$ cat src/rtl/assert_macros.svh
// Assertion helpers used by the rational arithmetic unit.
`ifndef ASSERT_MACROS_SVH
`define ASSERT_MACROS_SVH

`ifndef NO_ASSERTIONS
// Checked property that is ignored while reset is high.
`define RAU_ASSERT(label, clk, rst, prop) \
   label: assert property (@(posedge clk) disable iff (rst) prop) \
      else $error("%m: assertion failed");
// Checked property that also holds across reset.
`define RAU_ASSERT_ALWAYS(label, clk, prop) \
   label: assert property (@(posedge clk) prop) \
      else $error("%m: assertion failed");
`else
`define RAU_ASSERT(label, clk, rst, prop)
`define RAU_ASSERT_ALWAYS(label, clk, prop)
`endif

`endif

$ cat src/rtl/rau_pkg.sv
package rau_pkg;

   // Operation codes of a request.
   typedef enum logic [2:0] {
      MODE_ADD = 3'd0,
      MODE_SUB = 3'd1,
      MODE_MUL = 3'd2,
      MODE_DIV = 3'd3,
      MODE_INC = 3'd4,
      MODE_DEC = 3'd5
   } mode_type;

   // Sequencer states.
   typedef enum logic [3:0] {
      ST_IDLE,
      ST_INCDEC,
      ST_MUL0,
      ST_MUL1,
      ST_MUL2,
      ST_INIT,
      ST_EUC,
      ST_EUC_WAIT,
      ST_FIN,
      ST_QN_WAIT,
      ST_QD_WAIT,
      ST_RESP
   } state_type;

endpackage

$ cat src/rtl/rau_req_if.sv
interface rau_req_if #(parameter int WIDTH = 16) ();
   logic                    valid;
   logic                    ready;
   logic [2:0]              mode;
   logic signed [WIDTH-1:0] a_num;
   logic signed [WIDTH-1:0] a_den;
   logic signed [WIDTH-1:0] b_num;
   logic signed [WIDTH-1:0] b_den;

   modport source (output valid, mode, a_num, a_den, b_num, b_den, input ready);
   modport sink   (input valid, mode, a_num, a_den, b_num, b_den, output ready);
endinterface

$ cat src/rtl/rau_rsp_if.sv
interface rau_rsp_if #(parameter int WIDTH = 16) ();
   logic                      valid;
   logic                      ready;
   logic signed [2*WIDTH:0]   res_num;
   logic signed [2*WIDTH:0]   res_den;
   logic                      error;

   modport source (output valid, res_num, res_den, error, input ready);
   modport sink   (input valid, res_num, res_den, error, output ready);
endinterface

$ cat src/rtl/rau_div.sv
// Restoring unsigned divider, one quotient bit per cycle.
module rau_div #(
   parameter int N = 32
) (
   input  logic         clock,
   input  logic         reset,
   input  logic         start,
   input  logic [N-1:0] dividend,
   input  logic [N-1:0] divisor,
   output logic [N-1:0] quotient,
   output logic [N-1:0] remainder,
   output logic         done
);
   localparam int CW = $clog2(N + 1);

   logic [N-1:0] rem_ff, rem_in;
   logic [N-1:0] quo_ff, quo_in;
   logic [N-1:0] dvs_ff, dvs_in;
   logic [CW-1:0] cnt_ff, cnt_in;
   logic busy_ff, busy_in;
   logic done_ff, done_in;
   logic [N:0] shifted;
   logic [N:0] diff;

   // One trial subtraction per cycle.
   always_comb begin
      shifted = {rem_ff, quo_ff[N-1]};
      diff    = shifted - {1'b0, dvs_ff};
      rem_in  = rem_ff;
      quo_in  = quo_ff;
      dvs_in  = dvs_ff;
      cnt_in  = cnt_ff;
      busy_in = busy_ff;
      done_in = 1'b0;
      if (start) begin
         rem_in  = '0;
         quo_in  = dividend;
         dvs_in  = divisor;
         cnt_in  = CW'(N);
         busy_in = 1'b1;
      end else if (busy_ff) begin
         rem_in = diff[N] ? shifted[N-1:0] : diff[N-1:0];
         quo_in = {quo_ff[N-2:0], ~diff[N]};
         cnt_in = cnt_ff - 1'b1;
         if (cnt_ff == CW'(1)) begin
            busy_in = 1'b0;
            done_in = 1'b1;
         end
      end
   end

   always_ff @(posedge clock) begin
      rem_ff <= rem_in;
      quo_ff <= quo_in;
      dvs_ff <= dvs_in;
      if (reset) begin
         cnt_ff  <= '0;
         busy_ff <= 1'b0;
         done_ff <= 1'b0;
      end else begin
         cnt_ff  <= cnt_in;
         busy_ff <= busy_in;
         done_ff <= done_in;
      end
   end

   assign quotient  = quo_ff;
   assign remainder = rem_ff;
   assign done      = done_ff;
endmodule

$ cat src/rtl/rational_arithmetic_unit.sv
// Rational arithmetic unit: adds, subtracts, multiplies or divides two signed fractions and
// reduces the result by a Euclid divisor, or increments or decrements the first fraction.
// One request is in work at a time and req_ch.ready is high only while idle. Increment and
// decrement compute the result in ST_INCDEC; unused codes go to the response with error set.
// The four arithmetic operations form the products and set up the Euclid registers, then
// run each Euclid remainder step on the single shared bit-serial divider, followed by the
// last Euclid check and the two final quotients. A zero reduction divisor returns 0/0 with
// error set and skips the quotients.
module rational_arithmetic_unit
   import rau_pkg::*;
#(
   parameter int WIDTH = 16
) (
   input  logic clock,
   input  logic reset,
   rau_req_if.sink   req_ch,
   rau_rsp_if.source rsp_ch
);
`include "assert_macros.svh"

   localparam int PW = 2 * WIDTH;
   localparam int OW = 2 * WIDTH + 1;

   state_type state_ff, state_in;
   logic [2:0]       mode_ff, mode_in;
   logic [WIDTH-1:0] an_ff, an_in, ad_ff, ad_in, bn_ff, bn_in, bd_ff, bd_in;
   logic [PW-1:0]    x_mag_ff, x_mag_in, y_mag_ff, y_mag_in;
   logic             x_neg_ff, x_neg_in, y_neg_ff, y_neg_in;
   logic [PW-1:0]    num_mag_ff, num_mag_in, den_mag_ff, den_mag_in;
   logic             num_neg_ff, num_neg_in, den_neg_ff, den_neg_in;
   logic [PW-1:0]    ea_ff, ea_in, eb_ff, eb_in, qn_ff, qn_in;
   logic             eb_neg_ff, eb_neg_in, del_neg_ff, del_neg_in;
   logic [OW-1:0]    res_num_ff, res_num_in, res_den_ff, res_den_in;
   logic             err_ff, err_in;

   logic             an_neg, ad_neg, bn_neg, bd_neg;
   logic [WIDTH-1:0] an_mag, ad_mag, bn_mag, bd_mag;
   logic [WIDTH-1:0] mul_a, mul_b;
   logic             mul_neg;
   logic [PW-1:0]    product;
   logic             sy_neg;
   logic [PW-1:0]    sum_mag;
   logic             sum_neg;
   logic             div_start, div_done;
   logic [PW-1:0]    div_dvd, div_dvs, div_quo, div_rem;

   // Convert a sign and magnitude to a two's complement result.
   function automatic logic [OW-1:0] to_twos(input logic neg, input logic [PW-1:0] mag);
      logic [OW-1:0] ext;
      ext = {1'b0, mag};
      return neg ? (~ext + 1'b1) : ext;
   endfunction

   // Sign and magnitude of the captured operands.
   always_comb begin
      an_neg = an_ff[WIDTH-1];
      ad_neg = ad_ff[WIDTH-1];
      bn_neg = bn_ff[WIDTH-1];
      bd_neg = bd_ff[WIDTH-1];
      an_mag = an_neg ? (~an_ff + 1'b1) : an_ff;
      ad_mag = ad_neg ? (~ad_ff + 1'b1) : ad_ff;
      bn_mag = bn_neg ? (~bn_ff + 1'b1) : bn_ff;
      bd_mag = bd_neg ? (~bd_ff + 1'b1) : bd_ff;
   end

   // Shared multiplier; the operand pair depends on the step and the operation.
   always_comb begin
      mul_a   = ad_mag;
      mul_b   = bd_mag;
      mul_neg = ad_neg ^ bd_neg;
      unique case (state_ff)
         ST_MUL0: begin
            mul_a = an_mag;
            if (mode_ff == MODE_MUL) begin
               mul_b   = bn_mag;
               mul_neg = an_neg ^ bn_neg;
            end else begin
               mul_b   = bd_mag;
               mul_neg = an_neg ^ bd_neg;
            end
         end
         ST_MUL1: begin
            if (mode_ff == MODE_DIV) begin
               mul_a   = ad_mag;
               mul_b   = bn_mag;
               mul_neg = ad_neg ^ bn_neg;
            end else if (mode_ff != MODE_MUL) begin
               mul_a   = bn_mag;
               mul_b   = ad_mag;
               mul_neg = bn_neg ^ ad_neg;
            end
         end
         default: begin
         end
      endcase
      product = PW'(mul_a) * PW'(mul_b);
   end

   // Signed-magnitude sum or difference of the two cross products.
   always_comb begin
      sy_neg = y_neg_ff ^ (mode_ff == MODE_SUB);
      if (x_neg_ff == sy_neg) begin
         sum_mag = x_mag_ff + y_mag_ff;
         sum_neg = x_neg_ff;
      end else if (x_mag_ff >= y_mag_ff) begin
         sum_mag = x_mag_ff - y_mag_ff;
         sum_neg = x_neg_ff;
      end else begin
         sum_mag = y_mag_ff - x_mag_ff;
         sum_neg = sy_neg;
      end
   end

   // Sequencer: next state, datapath updates and divider control.
   always_comb begin
      state_in   = state_ff;
      mode_in    = mode_ff;
      an_in      = an_ff;
      ad_in      = ad_ff;
      bn_in      = bn_ff;
      bd_in      = bd_ff;
      x_mag_in   = x_mag_ff;
      x_neg_in   = x_neg_ff;
      y_mag_in   = y_mag_ff;
      y_neg_in   = y_neg_ff;
      num_mag_in = num_mag_ff;
      num_neg_in = num_neg_ff;
      den_mag_in = den_mag_ff;
      den_neg_in = den_neg_ff;
      ea_in      = ea_ff;
      eb_in      = eb_ff;
      eb_neg_in  = eb_neg_ff;
      del_neg_in = del_neg_ff;
      qn_in      = qn_ff;
      res_num_in = res_num_ff;
      res_den_in = res_den_ff;
      err_in     = err_ff;
      div_start  = 1'b0;
      div_dvd    = ea_ff;
      div_dvs    = ea_ff;
      unique case (state_ff)
         ST_IDLE: begin
            if (req_ch.valid) begin
               mode_in = req_ch.mode;
               an_in   = req_ch.a_num;
               ad_in   = req_ch.a_den;
               bn_in   = req_ch.b_num;
               bd_in   = req_ch.b_den;
               unique case (req_ch.mode) inside
                  MODE_INC, MODE_DEC: state_in = ST_INCDEC;
                  MODE_ADD, MODE_SUB, MODE_MUL, MODE_DIV: state_in = ST_MUL0;
                  default: begin
                     res_num_in = '0;
                     res_den_in = '0;
                     err_in     = 1'b1;
                     state_in   = ST_RESP;
                  end
               endcase
            end
         end
         ST_INCDEC: begin
            if (mode_ff == MODE_INC) begin
               res_num_in = OW'(signed'(an_ff)) + OW'(signed'(ad_ff));
            end else begin
               res_num_in = OW'(signed'(an_ff)) - OW'(signed'(ad_ff));
            end
            res_den_in = OW'(signed'(ad_ff));
            err_in     = 1'b0;
            state_in   = ST_RESP;
         end
         ST_MUL0: begin
            x_mag_in = product;
            x_neg_in = mul_neg;
            state_in = ST_MUL1;
         end
         ST_MUL1: begin
            if (mode_ff == MODE_MUL || mode_ff == MODE_DIV) begin
               den_mag_in = product;
               den_neg_in = mul_neg;
               num_mag_in = x_mag_ff;
               num_neg_in = x_neg_ff;
               state_in   = ST_INIT;
            end else begin
               y_mag_in = product;
               y_neg_in = mul_neg;
               state_in = ST_MUL2;
            end
         end
         ST_MUL2: begin
            den_mag_in = product;
            den_neg_in = mul_neg;
            num_mag_in = sum_mag;
            num_neg_in = sum_neg;
            state_in   = ST_INIT;
         end
         ST_INIT: begin
            ea_in      = num_mag_ff;
            del_neg_in = num_neg_ff;
            eb_in      = den_mag_ff;
            eb_neg_in  = den_neg_ff;
            state_in   = ST_EUC;
         end
         ST_EUC: begin
            if (eb_ff == '0) begin
               state_in = ST_FIN;
            end else begin
               div_start = 1'b1;
               div_dvd   = ea_ff;
               div_dvs   = eb_ff;
               state_in  = ST_EUC_WAIT;
            end
         end
         ST_EUC_WAIT: begin
            if (div_done) begin
               ea_in      = eb_ff;
               del_neg_in = eb_neg_ff;
               eb_in      = div_rem;
               eb_neg_in  = 1'b0;
               state_in   = ST_EUC;
            end
         end
         ST_FIN: begin
            if (ea_ff == '0) begin
               res_num_in = '0;
               res_den_in = '0;
               err_in     = 1'b1;
               state_in   = ST_RESP;
            end else begin
               div_start = 1'b1;
               div_dvd   = num_mag_ff;
               state_in  = ST_QN_WAIT;
            end
         end
         ST_QN_WAIT: begin
            if (div_done) begin
               qn_in     = div_quo;
               div_start = 1'b1;
               div_dvd   = den_mag_ff;
               state_in  = ST_QD_WAIT;
            end
         end
         ST_QD_WAIT: begin
            if (div_done) begin
               res_num_in = to_twos(num_neg_ff ^ del_neg_ff, qn_ff);
               res_den_in = to_twos(den_neg_ff ^ del_neg_ff, div_quo);
               err_in     = 1'b0;
               state_in   = ST_RESP;
            end
         end
         ST_RESP: begin
            if (rsp_ch.ready) begin
               state_in = ST_IDLE;
            end
         end
         default: state_in = ST_IDLE;
      endcase
   end

   always_ff @(posedge clock) begin
      if (reset) begin
         state_ff <= ST_IDLE;
      end else begin
         state_ff <= state_in;
      end
   end

   always_ff @(posedge clock) begin
      mode_ff    <= mode_in;
      an_ff      <= an_in;
      ad_ff      <= ad_in;
      bn_ff      <= bn_in;
      bd_ff      <= bd_in;
      x_mag_ff   <= x_mag_in;
      x_neg_ff   <= x_neg_in;
      y_mag_ff   <= y_mag_in;
      y_neg_ff   <= y_neg_in;
      num_mag_ff <= num_mag_in;
      num_neg_ff <= num_neg_in;
      den_mag_ff <= den_mag_in;
      den_neg_ff <= den_neg_in;
      ea_ff      <= ea_in;
      eb_ff      <= eb_in;
      eb_neg_ff  <= eb_neg_in;
      del_neg_ff <= del_neg_in;
      qn_ff      <= qn_in;
      res_num_ff <= res_num_in;
      res_den_ff <= res_den_in;
      err_ff     <= err_in;
   end

   // Shared divider for the Euclid remainders and the final quotients.
   rau_div #(.N(PW)) u_div (
      .clock     (clock),
      .reset     (reset),
      .start     (div_start),
      .dividend  (div_dvd),
      .divisor   (div_dvs),
      .quotient  (div_quo),
      .remainder (div_rem),
      .done      (div_done)
   );

   // Handshake outputs.
   assign req_ch.ready   = (state_ff == ST_IDLE);
   assign rsp_ch.valid   = (state_ff == ST_RESP);
   assign rsp_ch.res_num = res_num_ff;
   assign rsp_ch.res_den = res_den_ff;
   assign rsp_ch.error   = err_ff;

   `RAU_ASSERT(a_no_overlap, clock, reset, rsp_ch.valid |-> !req_ch.ready)
   `RAU_ASSERT(a_div_nonzero, clock, reset, div_start |-> (div_dvs != '0))
   `RAU_ASSERT(a_err_zero, clock, reset, (rsp_ch.valid && rsp_ch.error) |->
      ((rsp_ch.res_num == '0) && (rsp_ch.res_den == '0)))
   `RAU_ASSERT_ALWAYS(a_reset_idle, clock, reset |=> (state_ff == ST_IDLE))
endmodule

$ cat src/flat_wrapper.sv
// flat-port wrapper written by rule: the top's interface ports become plain ports
module rational_arithmetic_unit_flat import rau_pkg::*;
#(
   parameter int WIDTH = 16
)
  (clock, reset, req_ch_valid, req_ch_mode, req_ch_a_num, req_ch_a_den, req_ch_b_num, req_ch_b_den, req_ch_ready, rsp_ch_valid, rsp_ch_res_num, rsp_ch_res_den, rsp_ch_error, rsp_ch_ready);
  rau_req_if #(.WIDTH(WIDTH)) req_ch_i ();
  rau_rsp_if #(.WIDTH(WIDTH)) rsp_ch_i ();
  input  logic clock;
  input  logic reset;
  input wire logic [$bits(req_ch_i.valid)-1:0] req_ch_valid;
  input wire logic [$bits(req_ch_i.mode)-1:0] req_ch_mode;
  input wire logic [$bits(req_ch_i.a_num)-1:0] req_ch_a_num;
  input wire logic [$bits(req_ch_i.a_den)-1:0] req_ch_a_den;
  input wire logic [$bits(req_ch_i.b_num)-1:0] req_ch_b_num;
  input wire logic [$bits(req_ch_i.b_den)-1:0] req_ch_b_den;
  output wire logic [$bits(req_ch_i.ready)-1:0] req_ch_ready;
  output wire logic [$bits(rsp_ch_i.valid)-1:0] rsp_ch_valid;
  output wire logic [$bits(rsp_ch_i.res_num)-1:0] rsp_ch_res_num;
  output wire logic [$bits(rsp_ch_i.res_den)-1:0] rsp_ch_res_den;
  output wire logic [$bits(rsp_ch_i.error)-1:0] rsp_ch_error;
  input wire logic [$bits(rsp_ch_i.ready)-1:0] rsp_ch_ready;
  assign req_ch_i.valid = req_ch_valid;
  assign req_ch_i.mode = req_ch_mode;
  assign req_ch_i.a_num = req_ch_a_num;
  assign req_ch_i.a_den = req_ch_a_den;
  assign req_ch_i.b_num = req_ch_b_num;
  assign req_ch_i.b_den = req_ch_b_den;
  assign req_ch_ready = req_ch_i.ready;
  assign rsp_ch_valid = rsp_ch_i.valid;
  assign rsp_ch_res_num = rsp_ch_i.res_num;
  assign rsp_ch_res_den = rsp_ch_i.res_den;
  assign rsp_ch_error = rsp_ch_i.error;
  assign rsp_ch_i.ready = rsp_ch_ready;
  rational_arithmetic_unit #(.WIDTH(WIDTH)) u_core (.clock(clock), .reset(reset), .req_ch(req_ch_i), .rsp_ch(rsp_ch_i));
endmodule
$ cat config.mk
export PLATFORM = sky130hd
export DESIGN_NAME = rational_arithmetic_unit_flat
export DESIGN_NICKNAME = d
export VERILOG_FILES = /design/src/rtl/rau_pkg.sv /design/src/rtl/rau_req_if.sv /design/src/rtl/rau_rsp_if.sv /design/src/rtl/rau_div.sv /design/src/rtl/rational_arithmetic_unit.sv /design/src/flat_wrapper.sv
export VERILOG_INCLUDE_DIRS = /design/src /design/src/rtl
export SDC_FILE = /design/constraint.sdc
export NUM_CORES = 2
export LEC_CHECK = 0
export ABC_AREA = 1
export BUFFER_PORTS_ARGS = -buffer_cell sky130_fd_sc_hd__buf_2
export CORE_UTILIZATION = 55
export CTS_BUF_LIST = sky130_fd_sc_hd__clkbuf_8 sky130_fd_sc_hd__clkbuf_16
export DETAILED_ROUTE_END_ITERATION = 10
export PLACE_DENSITY_LB_ADDON = 0.3
export SYNTH_ARGS = -nofsm -noshare
export SYNTH_HDL_FRONTEND = slang
export SYNTH_HIERARCHICAL = 1
export SYNTH_SLANG_ARGS = --single-unit
$ cat constraint.sdc
create_clock -name clock -period 19 [get_ports clock]
set_clock_uncertainty 0.05 [all_clocks]
set_input_delay 0.95 -clock clock [delete_from_list [all_inputs] [get_ports clock]]
set_output_delay 0.95 -clock clock [all_outputs]
set_load 0.03 [all_outputs]
# Word level (Yosys, flattened, before mapping)
# Index checks and enable logic that the tools add are counted.
# word_totals
elab_cells,189
inputBits,71
register_bits,472
# classes
n_mux,77
addsub,13
order_cmp,1
mul,1
eq_ne,31
n_reduce_logical,21
bitwise_logic,16
# ops
op,count
32-bit 2-to-1 mux,13
32-bit one-hot mux with 2 select lines,5
33-bit 2-to-1 mux,8
33-bit one-hot mux with 4 select lines,2
16-bit 2-to-1 mux,9
33-bit by 1-bit adder with 33-bit output (second input constant),2
32-bit inverter with 33-bit output,2
16-bit by 1-bit adder with 16-bit output (second input constant),4
32-bit logical NOT,2
16-bit inverter,4
16-bit one-hot mux with 2 select lines,2
32-bit subtractor,2
4-bit one-hot mux with 12 select lines,1
33-bit by 32-bit subtractor with 33-bit output,1
32-bit adder,1
32-bit greater-or-equal comparator,1
16-bit by 16-bit multiplier with 32-bit output,1
4-bit 2-to-1 mux,6
1-bit 2-to-1 mux,20
16-bit by 16-bit adder with 17-bit output,1
16-bit by 16-bit subtractor with 17-bit output,1
4-bit by 3-bit == test with 1-bit output (second input constant),4
4-bit == test (second input constant),4
3-bit by 2-bit == test with 1-bit output (second input constant),4
other kinds (29),60

# Logic depth before layout (Yosys ltp)
# depth
depth_word,9
mapped_depth,36
depth_no_buf,35

# By module
# The synthesis kept the hierarchy.
# by_module_without_submodules
module,seq_area_each_um2,n_inst,area_per_inst_um2,cells_per_inst
rational_arithmetic_unit,11010.6,1,35776.8,4842
rau_div,2722.6,1,7033.0,1041

# Worst setup path before layout
# No wires, ideal clock.
# synth_timing
path_type,reg-to-reg
startpoint,register u_core.state_ff[1]
endpoint,register u_core.den_mag_ff[22] (data pin)
period_less_slack_ns,6.770
t_required_ns,18.677
stages_incl_launch_ff,27
setup_slack_ns,12.230
t_arrival_ns,6.448
setup_time_ns,0.273
cell_sequence,dfxtp_1 > inv_2 > nor2_1 > inv_2 > nor2_2 > buf_2 > o211ai_1 > nand3_1 > buf_2 > nand2_1 > fa_1 > inv_1 > fa_1 > fa_1 > fa_1 > fa_1 > inv_1 > fa_1 > inv_1 > ha_1 > a21oi_1 > inv_1 > a21oi_1 > o21ai_0 > a21oi_1 > o21ai_0 > xor2_1
# synth_between
elab_chain_cells,5
word_cells_on_any_way,8
# synth_rtl
element,line,rtl
from (decl),rational_arithmetic_unit.sv:24,"state_type state_ff, state_in;"
from (signal assigned),rational_arithmetic_unit.sv:263,state_ff <= state_in;
4-bit by 2-bit == test with 1-bit output (on tied branches),"rational_arithmetic_unit.sv:71, rational_arithmetic_unit.sv:141",
16-bit one-hot mux with 2 select lines,rational_arithmetic_unit.sv:71,unique case (state_ff)
16-bit by 16-bit multiplier with 32-bit output,rational_arithmetic_unit.sv:96,product = PW'(mul_a) * PW'(mul_b);
32-bit 2-to-1 mux,rational_arithmetic_unit.sv:177,if (mode_ff == MODE_MUL || mode_ff == MODE_DIV) begin
32-bit one-hot mux with 2 select lines *,rational_arithmetic_unit.sv:141,unique case (state_ff)
net u_core.den_mag_in[22],rational_arithmetic_unit.sv:29,"logic [PW-1:0] num_mag_ff, num_mag_in, den_mag_ff, den_mag_in;"
to (signal assigned),rational_arithmetic_unit.sv:279,den_mag_ff <= den_mag_in;
to (decl),rational_arithmetic_unit.sv:29,
# Mark *: on every way through the listed nets, which the timed path passes. The rest lies on a longest branch. The select of a mux whose other input is x is not followed.
# A chain may end at the register's enable or synchronous reset.

# Final worst setup path
# layout_timing
startpoint,register u_core.state_ff[0]
endpoint,register u_core.den_mag_ff[31] (data pin)
# Same word-level chain as after synthesis.

==> impl_metrics.toml <==
[status]
status = "complete, no violations"

[global_routing]
grt_pass1_vias = 36260
grtUsageTotal_pct = 33.70
gr-total-overflow = 0
grt_max_degree = 70
grt_antenna_before_repair = 5
grt_pass1_wl_um = 204400

[logic_synthesis]
synth_seq_cells = 472
synth.area.top_cells = "edfxtp_1, nand2_1, fa_1"
synth_area_um2 = 42810
synth_top_cell_by_area = "edfxtp_1"
synth_ff_type = "edfxtp_1"
ys_async_sr_fraction_pct = 0
netlist_instances = 5883
yosysSeqAreaShare_pct = 32.08
synth_top_area_share_pct = 30.02
yosysWarnings = 6
synth_edf_count = 428
synth_area_per_cell_um2 = 7.277
syn_nets = 6408
yosys.cell_types.count = 66

[cts]
cts_sinks = 472
cts_root_buf = "clkbuf_16"
ctsHoldBuffers = 0
clk_path_buf_depth = 3
clk_pin_slew_worst_paths_ns = 0.06
cts.repair.resized = 0
cts_buffers = 50
htreeDepth = 2
clk_latency_ns = 0.63
tritoncts = "yes"
cts_setup_buffers = 0

[layout]
layout_common_cells = "nand2_1, inv_1, edfxtp_1, nor2_1, nand3_1"
final_nets = 6457
drive_gt1_share_pct = 6.513
area_delta_synth_final_pct = 6.693
final_common_cell = "nand2_1"
fin_util_pct = 59.74

[timing]
hold_violations = 0
layout_setup_ws_ns = 10.48
worst_pin_slew_ns = 1.239
max_freq_mhz = 117.4
fin_crit_ns = 8.517
relSlewSlack_pct = 17.29
fin_crit_sh_pct = 44.83
whs_ns = 0.4318
rsz0062_at_grt = "false"
fin_tns_setup_ns = 0
maxSlewViolCount = 0
setup_viol = 0

[setup_path]
worstPathRequired_ns = 19.26
arrival_ns = 8.78
cp_max_fo = 40
end_kind = "flip-flop"
setup.worst_path.class = "flip-flop to flip-flop"
reg2regPathDepth = 27
critPathLaunchType = "flip-flop"

[die]
row_count = 101
ios = 140
dieArea_um2 = 78960
start_util_pct = 55.99
die_h_um = 281.0
coreArea_um2 = 76450
die_width_um = 281.0

[placement]
io_buffers = 139
gp_congestion = 1.069
hpwl_um = 107600
preCtsSetupSlack_ns = 10.62

[detailed_routing]
drt_iter0_markers = 4407
route.met2.wl_um = 61540
drc = 0
wl_met3_um = 11180
firstDrtPassIters = 6
highest_layer = "met4"
antenna_left = 0
drt-total-wl_um = 134400
wl_met1_um = 56100
routed_via_density = 5.543
vias = 38820
drt-wirelength-per-cell_um = 19.18

[worst_hold_path]
hold_depth = 0
min_path_type = "flip-flop to flip-flop"

[job]
drv_cap = 0
worst paths after layout:
path,from,to,slack [ns]
setup / recovery,u_core/state_ff[0]$_SDFFE_PP0P_,u_core/den_mag_ff[31]$_DFFE_PP_,10.48
hold reg to reg,u_core/u_div/quotient[4]$_DFFE_PP_,u_core/qn_ff[4]$_DFFE_PP_,0.43
setup reg to reg,u_core/state_ff[0]$_SDFFE_PP0P_,u_core/den_mag_ff[31]$_DFFE_PP_,10.48
hold / removal,u_core/u_div/quotient[4]$_DFFE_PP_,u_core/qn_ff[4]$_DFFE_PP_,0.43
synth_stat cells, drive strengths merged (6+ instances only):
cell type     n
fa          199
buf         100
a21oi       219
o21bai       24
xnor2        36
nand3       372
nand3b       13
ha          255
a31oi        13
o22ai        18
nand4        49
nand2      1951
o221ai        6
dfxtp        44
and2          7
o21ai       296
clkbuf       65
edfxtp      428
xor2         82
inv        1101
nor2        423
or2           9
o211ai       25
a211oi        6
nor3         77
a21o          7
nor4         18
final cells by class:
class / count / area (µm²)
diodes: 1 / 2.502
well taps: 1030 / 1289
multi-input cells: 4141 / 24050
flip-flops and latches: 472 / 13730
clock buffers: 52 / 1279
clock inverters: 41 / 297.8
inverters: 1105 / 4153
repair buffers: 162 / 868.3
fillers: 7218 / 30780
worst max-delay path: stages (launching register included):
cell	delay, ns
dfxtp_1	0.49
nand2_2	0.17
nor2_4	0.41
inv_4	0.15
nor2_8	0.59
inv_2	0.25
nor2_1	0.16
o21ai_0	0.09
o21ai_1	0.53
inv_1	0.35
nor2_1	0.21
fa_1	0.47
fa_1	0.52
fa_1	0.44
fa_1	0.52
fa_1	0.57
inv_1	0.06
fa_1	0.52
inv_1	0.04
ha_1	0.34
nand2_1	0.12
nor2_1	0.12
inv_1	0.06
nor3_1	0.28
nand4_1	0.15
nand3_1	0.24
a21oi_1	0.12
xor2_1	0.18
layer usage:
metal	vias to the layer above	global-route usage [%]
li1	18620	-
met1	18150	46.04
met3	274	4.664
met5	-	0
met4	0	12.92
met2	1778	54.18
sequential cells by signal (all words and copies together), names as in the netlist, 32 cells and up:
name,flops
u_core/num_mag_ff,32
u_core/u_div/remainder,32
u_core/x_mag_ff,32
u_core/u_div/dvs_ff,32
u_core/den_mag_ff,32
u_core/y_mag_ff,32
u_core/eb_ff,32
u_core/u_div/quotient,32
u_core/ea_ff,32
u_core/rsp_ch.res_den,33
u_core/qn_ff,32
u_core/rsp_ch.res_num,33
through the flow:
stage	instance area [µm²]	instances
after global routing	45680	7004
after detailed placement	44100	6910
after global placement	44100	6910
after CTS	45670	7003
final	45680	7004
after floorplan	42810	5883
kinds of logic after synthesis:
logic type / count (synthesis) / share of synthesized area (%)
simple gates: 2928 / 28.49
xor+xnor: 118 / 2.449
flops: 472 / 32.08
buf+inv: 1270 / 11.87
compound gates: 641 / 8.353
fa+ha+maj: 454 / 16.76
Power is left out: the tool's default activity adds up to more than one toggle a clock period on the data nets, which glitch-free logic cannot reach.
